--- src/hdl/dht_pkg.sv ---
// ---------------------------------------------------------------------------
// DHT edge decoder package
// Shared types, constants and helpers for the single-wire sensor decoder.
// ---------------------------------------------------------------------------
package dht_pkg;

   // Field widths
   localparam int LineW   = 6;
   localparam int TimeW   = 32;
   localparam int CountW  = 6;
   localparam int ValueW  = 16;
   localparam int FrameBits = 40;

   localparam logic [LineW-1:0]  WatchedLineReset = 6'd4;
   localparam logic [CountW-1:0] CountMax         = '1;

   // Timing windows in microseconds, both ends inclusive
   localparam logic [TimeW-1:0] StartLo     = 32'd950;
   localparam logic [TimeW-1:0] StartHi     = 32'd1100;
   localparam logic [TimeW-1:0] PullupLo    = 32'd16;
   localparam logic [TimeW-1:0] PullupHi    = 32'd44;
   localparam logic [TimeW-1:0] ResponseLo  = 32'd76;
   localparam logic [TimeW-1:0] ResponseHi  = 32'd84;
   localparam logic [TimeW-1:0] DataStartLo = 32'd46;
   localparam logic [TimeW-1:0] DataStartHi = 32'd74;
   localparam logic [TimeW-1:0] ZeroLo      = 32'd22;
   localparam logic [TimeW-1:0] ZeroHi      = 32'd32;
   localparam logic [TimeW-1:0] OneLo       = 32'd66;
   localparam logic [TimeW-1:0] OneHi       = 32'd74;

   localparam logic [ValueW-2:0] MagnitudeMask = 15'h7fff;

   // Decoder phases
   typedef enum logic [2:0] {
      PH_START        = 3'd0,
      PH_PULLUP_START = 3'd1,
      PH_RESPONSE     = 3'd2,
      PH_PULLUP_RESP  = 3'd3,
      PH_DATA_START   = 3'd4,
      PH_DATA_VALUE   = 3'd5
   } phase_type;

   // Report status codes
   typedef enum logic [1:0] {
      ST_OK        = 2'd0,
      ST_NO_SIGNAL = 2'd1,
      ST_SHORT     = 2'd2,
      ST_CHECKSUM  = 2'd3
   } status_type;

   // Transaction handed from the input register to the capture logic
   typedef struct packed {
      logic                go;
      logic                finish;
      logic [LineW-1:0]    line_number;
      logic [TimeW-1:0]    edge_time;
      logic                level_high;
   } cap_ctrl_type;

   // True when v lies within lo..hi inclusive.
   function automatic logic in_window(input logic [TimeW-1:0] v,
                                      input logic [TimeW-1:0] lo,
                                      input logic [TimeW-1:0] hi);
      return (v >= lo) && (v <= hi);
   endfunction

endpackage

--- src/hdl/dht_capture.sv ---
// ---------------------------------------------------------------------------
// DHT edge capture
// Phase machine, edge timestamp and frame shift register of the decoder.
// ---------------------------------------------------------------------------
module dht_capture
   import dht_pkg::*;
(
   input  logic                 clock,
   input  logic                 reset,
   input  cap_ctrl_type         ctrl,
   input  logic [LineW-1:0]     watched_line,
   output logic [FrameBits-1:0] frame_bits,
   output logic [CountW-1:0]    bit_count
);

   phase_type              phase_ff, phase_in;
   logic [TimeW-1:0]       last_time_ff, last_time_in;
   logic [FrameBits-1:0]   frame_ff, frame_in;
   logic [CountW-1:0]      count_ff, count_in;
   logic [TimeW-1:0]       delta;
   logic                   take_bit;
   logic                   bit_value;

   // Time since the previous edge, wrapping
   assign delta = ctrl.edge_time - last_time_ff;

   // Next phase and capture state
   always_comb begin
      phase_in     = phase_ff;
      last_time_in = last_time_ff;
      frame_in     = frame_ff;
      count_in     = count_ff;
      take_bit     = 1'b0;
      bit_value    = 1'b0;
      if (ctrl.go) begin
         if (ctrl.finish) begin
            phase_in     = PH_START;
            last_time_in = '0;
            frame_in     = '0;
            count_in     = '0;
         end else if (ctrl.line_number == watched_line) begin
            last_time_in = ctrl.edge_time;
            unique case (phase_ff)
               PH_PULLUP_START: begin
                  if (!ctrl.level_high && in_window(delta, PullupLo, PullupHi))
                     phase_in = PH_RESPONSE;
               end
               PH_RESPONSE: begin
                  if (ctrl.level_high && in_window(delta, ResponseLo, ResponseHi))
                     phase_in = PH_PULLUP_RESP;
               end
               PH_PULLUP_RESP: begin
                  if (!ctrl.level_high && in_window(delta, ResponseLo, ResponseHi))
                     phase_in = PH_DATA_START;
               end
               PH_DATA_START: begin
                  if (ctrl.level_high && in_window(delta, DataStartLo, DataStartHi))
                     phase_in = PH_DATA_VALUE;
               end
               PH_DATA_VALUE: begin
                  if (!ctrl.level_high && in_window(delta, ZeroLo, ZeroHi)) begin
                     take_bit = 1'b1;
                  end else if (!ctrl.level_high && in_window(delta, OneLo, OneHi)) begin
                     take_bit  = 1'b1;
                     bit_value = 1'b1;
                  end
               end
               default: begin
                  if (ctrl.level_high && in_window(delta, StartLo, StartHi))
                     phase_in = PH_PULLUP_START;
               end
            endcase

            // A decoded bit is kept only while the frame has room; the count saturates.
            if (take_bit) begin
               if (count_ff < CountW'(FrameBits))
                  frame_in = {frame_ff[FrameBits-2:0], bit_value};
               if (count_ff != CountMax)
                  count_in = count_ff + 1'b1;
               phase_in = PH_DATA_START;
            end
         end
      end
   end

   // State registers
   always_ff @(posedge clock) begin
      if (reset) begin
         phase_ff     <= PH_START;
         last_time_ff <= '0;
         frame_ff     <= '0;
         count_ff     <= '0;
      end else begin
         phase_ff     <= phase_in;
         last_time_ff <= last_time_in;
         frame_ff     <= frame_in;
         count_ff     <= count_in;
      end
   end

   assign frame_bits = frame_ff;
   assign bit_count  = count_ff;

endmodule

--- src/hdl/dht22_edge_timing_decoder.sv ---
// ---------------------------------------------------------------------------
// DHT22 edge timing decoder
// Decodes timestamped edge events of a single-wire sensor line into reports.
// ---------------------------------------------------------------------------
// Usage:
// The req_ stream carries one transaction per edge event or finish request;
// tuser selects the kind (0 edge, 1 finish). Edges on lines other than the
// watched line are ignored. Edge transactions produce no output; each finish
// transaction produces one rsp_ transaction with the status in tuser and the
// temperature and humidity in tenths in tdata, then clears the capture.
// An accepted transaction sits in the input register and is decoded from there
// into the capture state and, for a finish, into the result register, which
// offers the report. One transaction is taken per cycle while no finish waits
// on a held report; the rate is set by the single decode stage between the
// input and result registers. When the receiver stalls, the report is held
// and the input register keeps accepting edge transactions; a second finish
// waits in the input register until the held report is taken. Reset empties
// both registers, clears the capture state and sets the watched line to 4.
// The csr_ port holds the watched line at every address; write it only while
// the decoder is idle.
// ---------------------------------------------------------------------------
module dht22_edge_timing_decoder
   import dht_pkg::*;
(
   input  logic        clock,
   input  logic        reset,
   // Input stream
   input  logic        req_tvalid,
   output logic        req_tready,
   input  logic [39:0] req_tdata,   // [5:0] line_number, [37:6] edge_time,
                                    // [38] level_high, [39] zero
   input  logic        req_tuser,   // [0] action
   // Result stream
   output logic        rsp_tvalid,
   input  logic        rsp_tready,
   output logic [31:0] rsp_tdata,   // [15:0] temperature_tenths,
                                    // [31:16] humidity_tenths
   output logic [1:0]  rsp_tuser,   // [1:0] status
   // Register port
   input  logic        csr_psel,
   input  logic        csr_penable,
   input  logic        csr_pwrite,
   input  logic [1:0]  csr_paddr,
   input  logic [31:0] csr_pwdata,
   output logic [31:0] csr_prdata,
   output logic        csr_pready
);

   logic [LineW-1:0]      watched_ff;
   logic                  in_valid_ff;
   logic                  in_finish_ff;
   logic [LineW-1:0]      in_line_ff;
   logic [TimeW-1:0]      in_time_ff;
   logic                  in_level_ff;
   logic                  proc_go;
   logic                  req_fire;
   cap_ctrl_type          cap_ctrl;
   logic [FrameBits-1:0]  frame_bits;
   logic [CountW-1:0]     bit_count;
   logic [7:0]            checksum;
   logic [ValueW-2:0]     magnitude;
   status_type            status_in;
   logic [ValueW-1:0]     temp_in;
   logic [ValueW-1:0]     hum_in;
   logic                  rsp_valid_ff;
   status_type            rsp_status_ff;
   logic [ValueW-1:0]     rsp_temp_ff;
   logic [ValueW-1:0]     rsp_hum_ff;

   // Register port: a single register, so every address selects it.
   assign csr_pready = 1'b1;
   assign csr_prdata = {{(32-LineW){1'b0}}, watched_ff};

   always_ff @(posedge clock) begin
      if (reset) begin
         watched_ff <= WatchedLineReset;
      end else if (csr_psel && csr_penable && csr_pwrite && csr_pready) begin
         watched_ff <= csr_pwdata[LineW-1:0];
      end
   end

   // The held item decodes unless it is a finish and the result slot is still full.
   assign proc_go    = in_valid_ff && (!in_finish_ff || !rsp_valid_ff || rsp_tready);
   assign req_tready = !in_valid_ff || proc_go;
   assign req_fire   = req_tvalid && req_tready;

   // Input register
   always_ff @(posedge clock) begin
      if (reset) begin
         in_valid_ff <= 1'b0;
      end else if (req_tready) begin
         in_valid_ff <= req_tvalid;
      end
   end

   always_ff @(posedge clock) begin
      if (req_fire) begin
         in_finish_ff <= req_tuser;
         in_line_ff   <= req_tdata[LineW-1:0];
         in_time_ff   <= req_tdata[LineW+TimeW-1:LineW];
         in_level_ff  <= req_tdata[LineW+TimeW];
      end
   end

   assign cap_ctrl = '{go:          proc_go,
                       finish:      in_finish_ff,
                       line_number: in_line_ff,
                       edge_time:   in_time_ff,
                       level_high:  in_level_ff};

   dht_capture u_capture (
      .clock        (clock),
      .reset        (reset),
      .ctrl         (cap_ctrl),
      .watched_line (watched_ff),
      .frame_bits   (frame_bits),
      .bit_count    (bit_count)
   );

   // Report from the captured frame
   assign checksum  = frame_bits[39:32] + frame_bits[31:24]
                    + frame_bits[23:16] + frame_bits[15:8];
   assign magnitude = frame_bits[22:8] & MagnitudeMask;

   always_comb begin
      status_in = ST_OK;
      temp_in   = '0;
      hum_in    = '0;
      if (bit_count == '0) begin
         status_in = ST_NO_SIGNAL;
      end else if (bit_count < CountW'(FrameBits)) begin
         status_in = ST_SHORT;
      end else if (frame_bits[7:0] != checksum) begin
         status_in = ST_CHECKSUM;
      end else begin
         if (frame_bits[23])
            temp_in = ValueW'(0) - {1'b0, magnitude};
         else
            temp_in = {1'b0, magnitude};
         hum_in = frame_bits[39:24];
      end
   end

   // Result register
   always_ff @(posedge clock) begin
      if (reset) begin
         rsp_valid_ff <= 1'b0;
      end else if (proc_go && in_finish_ff) begin
         rsp_valid_ff <= 1'b1;
      end else if (rsp_tready) begin
         rsp_valid_ff <= 1'b0;
      end
   end

   always_ff @(posedge clock) begin
      if (proc_go && in_finish_ff) begin
         rsp_status_ff <= status_in;
         rsp_temp_ff   <= temp_in;
         rsp_hum_ff    <= hum_in;
      end
   end

   assign rsp_tvalid = rsp_valid_ff;
   assign rsp_tuser  = rsp_status_ff;
   assign rsp_tdata  = {rsp_hum_ff, rsp_temp_ff};

endmodule
--- config.mk ---
export PLATFORM = sky130hd
export DESIGN_NAME = dht22_edge_timing_decoder
export DESIGN_NICKNAME = d
export VERILOG_FILES = /design/src/hdl/dht_pkg.sv /design/src/hdl/dht_capture.sv /design/src/hdl/dht22_edge_timing_decoder.sv
export SDC_FILE = /design/constraint.sdc
export NUM_CORES = 1
export LEC_CHECK = 0
export ABC_AREA = 1
export BUFFER_PORTS_ARGS = -buffer_cell sky130_fd_sc_hd__buf_4
export CAP_MARGIN = 20
export CORE_MARGIN = 3
export CORE_UTILIZATION = 59
export DETAILED_ROUTE_END_ITERATION = 10
export PLACE_DENSITY = 0.82
export SLEW_MARGIN = 5
export SYNTH_ARGS = -nofsm -noshare
export SYNTH_HDL_FRONTEND = slang
export SYNTH_SLANG_ARGS = --single-unit
--- constraint.sdc ---
create_clock -name clock -period 4 [get_ports clock]
set_input_delay 0.2 -clock clock [delete_from_list [all_inputs] [get_ports clock]]
set_output_delay 0.2 -clock clock [all_outputs]
set_load 0.01 [all_outputs]
==> reports/qor.csv <==
metric,value,unit
min_to,watched_ff[3],
crit_family,adder cells,
nets,1794,
antenna_cells,0,
grt_pass1_vias,9192,
synth.largest_area_cell,edfxtp_1,
placed_area,11480,µm²
maxSlewViolCount,0,
vias,9750,
ys_ff_latch,163,
htree_levels,4,
grt_pass1_wl,41970,µm
min_path_type,primary input to flip-flop,
ant_nets,0,
final_common_cell,nand2_1,
synth_warnings,0,
worst-setup-path-type,flip-flop to flip-flop,
n_fill_cell,1434,
cp-start-kind,flip-flop,
cts_root_buf,clkbuf_16,
finalHoldViolations,0,
relSlewSlack,44.66,%
ir_drop,0.2983,mV
cts_sinks,163,
violations,DRC,
worstPathArrival,4.16,ns
crit_path_max_fanout,26,
max_freq,257.8,MHz
post_cts_buffers,0,
finClkSkew,0.01347,ns
cp.buffers_inverters,3,
cpPeakStageDelay,0.52,ns
syn_inst,1530,
clk_latency,0.44,ns
min_period_over_period,96.96,%
dp_hpwl,18410,µm
cp_slowest_cell,fa_1,
wl_per_cell,13.50,µm
syn_area,10740,µm²
synth_cell_types,41,
whs_path_depth,3,
cellLeakagePower,0.005882,µW
start_util,61.27,%
row_count,48,
fin_area,12550,µm²
antenna_found_initial,0,
maxCapViolCount,0,
drive_above_1_share,10.72,%
die_w,140.9,µm
core_area,17540,µm²
cts_buffer_depth,2,
crit_chain,"fa_1, fa_1, ha_1, inv_1, fa_1, o21ai_1, xor2_1, nor2_1, nor4_1, nand3b_1, nor2_1, inv_1, buf_6, nor2_1",
io_buffers,94,
regToRegEndpoint,rsp_hum_ff[12],
status,"complete, but fails checks",
most-common-layout-cells,"nand2_1, inv_1, nor2_1",
cp-startpoint,u_capture.frame_bits[9],
hold_start,csr_pwdata[3],
post-route-min-period,3.878,ns
rr_startpoint,u_capture.frame_bits[9],
clk_pin_slew_worst_paths,0.07,ns
cts_buffers,17,
r2r_cells,14,
dr.pass1.iters,9,
gr-usage-all-layers,25.60,%
die_h,140.9,µm
drc,1,
drt-initial-drc-count,696,
synthArstFlopShare,0,%
grt_start_max_net_pins,81,
synthTopCellsByArea,"edfxtp_1, dfxtp_1, nand2_1",
die_area,19870,µm²
cts_tree,yes,
setup_viol,0,
synth-seq-area-share,37.27,%
syn_to_final_growth,16.83,%
hold-worst-slack,0.01630,ns
critPathRequiredTime,4.28,ns
gp_congestion,0.9145,
powerDensity,332.0,nW/µm²
worst_pin_slew,0.8292,ns
ff2ff_setup_slack,0.12,ns
synth_area_per_cell,7.022,µm²
seq_area,4004,µm²
overflow,0,
multiInputGateArea,5436,µm²
synth_top_area_share,20.68,%
synthFlopType,dfxtp_1,
synth_edf_count,74,
vias_per_cell,5.148,
cp-end-kind,flip-flop,
wirelength,25570,µm
num_io_pins,151,
==> timing repair <==
item                       4_1_cts  5_1_grt
hold buffers                    41        0
hold endpoints to repair        41        0
gates resized for setup          0        2
setup endpoints to repair        0       48
==> layer usage <==
layer  GRT usage (%)  up-vias  routed length, µm
met3           4.783       41               1510
met2           43.55      291              12140
met4           7.139        0                575
met1           33.55     4442              11340
met5               0        -                  0
li1                -     4976                  -
==> sequential cells by signal (all words and copies together), names as in the netlist <==
name / count
in_level_ff: 1
u_capture.phase_ff: 3
rsp_tvalid: 1
u_capture.last_time_ff: 32
in_time_ff: 32
u_capture.frame_bits: 40
rsp_temp_ff: 16
u_capture.bit_count: 6
in_line_ff: 6
rsp_tuser: 2
watched_ff: 6
rsp_hum_ff: 16
in_finish_ff: 1
in_valid_ff: 1
==> layout make-up <==
| class | count | area share [%] |
|---|---|---|
| inverter | 270 | 8.074 |
| clock buffer | 17 | 3.389 |
| tap | 225 | 2.243 |
| clock inverter | 15 | 1.525 |
| timing repair buffer | 143 | 9.559 |
| multi-input combinational | 1061 | 43.31 |
| sequential | 163 | 31.90 |
==> logic make-up after synthesis <==
group	count (synthesis)	synth area share (%)
and+or+nand+nor	752	29.44
buffers and inverters	332	13.11
AOI/OAI and AO/OA	182	9.037
DFF	163	37.27
adders and majority gates	56	7.570
xor gates and xnor gates	43	3.505
other	2	0.06990
==> worst max-delay path by stage <==
stage	endpoint	cells past startpoint
2_1_floorplan	rsp_temp_ff[2]	14
3_3_place_gp	rsp_temp_ff[7]	14
3_5_place_dp	rsp_temp_ff[7]	14
5_1_grt	rsp_hum_ff[12]	14
6_report	rsp_hum_ff[12]	14
4_1_cts	rsp_temp_ff[7]	14
==> report_power, final <==
part | total (µW) | switching (µW) | internal [µW]
Combinational | 654 | 408 | 246
Sequential | 1820 | 36.1 | 1790
Clock | 1690 | 790 | 901
Total | 4170 | 1230 | 2930
==> per-stage QoR <==
step | utilization [%] | power, µW | setup slack (ns) | TNS (ns) | std cells
after global placement | 65.48 | 2454 | 0.2637 | 0 | 1819
after floorplan | - | 2324 | 0.5908 | 0 | 1555
after detailed placement | 65.48 | 2467 | 0.1965 | 0 | 1819
final | 71.58 | 4168 | 0.1216 | 0 | 1894
after CTS | 71.33 | 4174 | 0.1660 | 0 | 1892
after global routing | 71.58 | 4344 | -0.05523 | -0.1955 | 1894
==> synth_stat cells (7+ instances only) <==
cell and n:
nand2_1 430, inv_1 265, nor2_1 176, a21oi_1 113
dfxtp_1 89, edfxtp_1 74, nand3_1 65, ha_1 41
o21ai_1 36, xor2_1 29, buf_4 27, clkbuf_1 26
nand4_1 20, fa_1 15, nor3_1 15, o21ai_0 15
xnor2_1 14, nor2_2 10, buf_6 8, nand2_2 7
==> worst min-delay path: cells and delay by family <==
kind	cells	cell delay [ns]
and+or+nand+nor	1	0.05
AOI/OAI and AO/OA	1	0.05
buffers and inverters	1	0.11
Note: power is estimated with default switching activity, not from simulation.
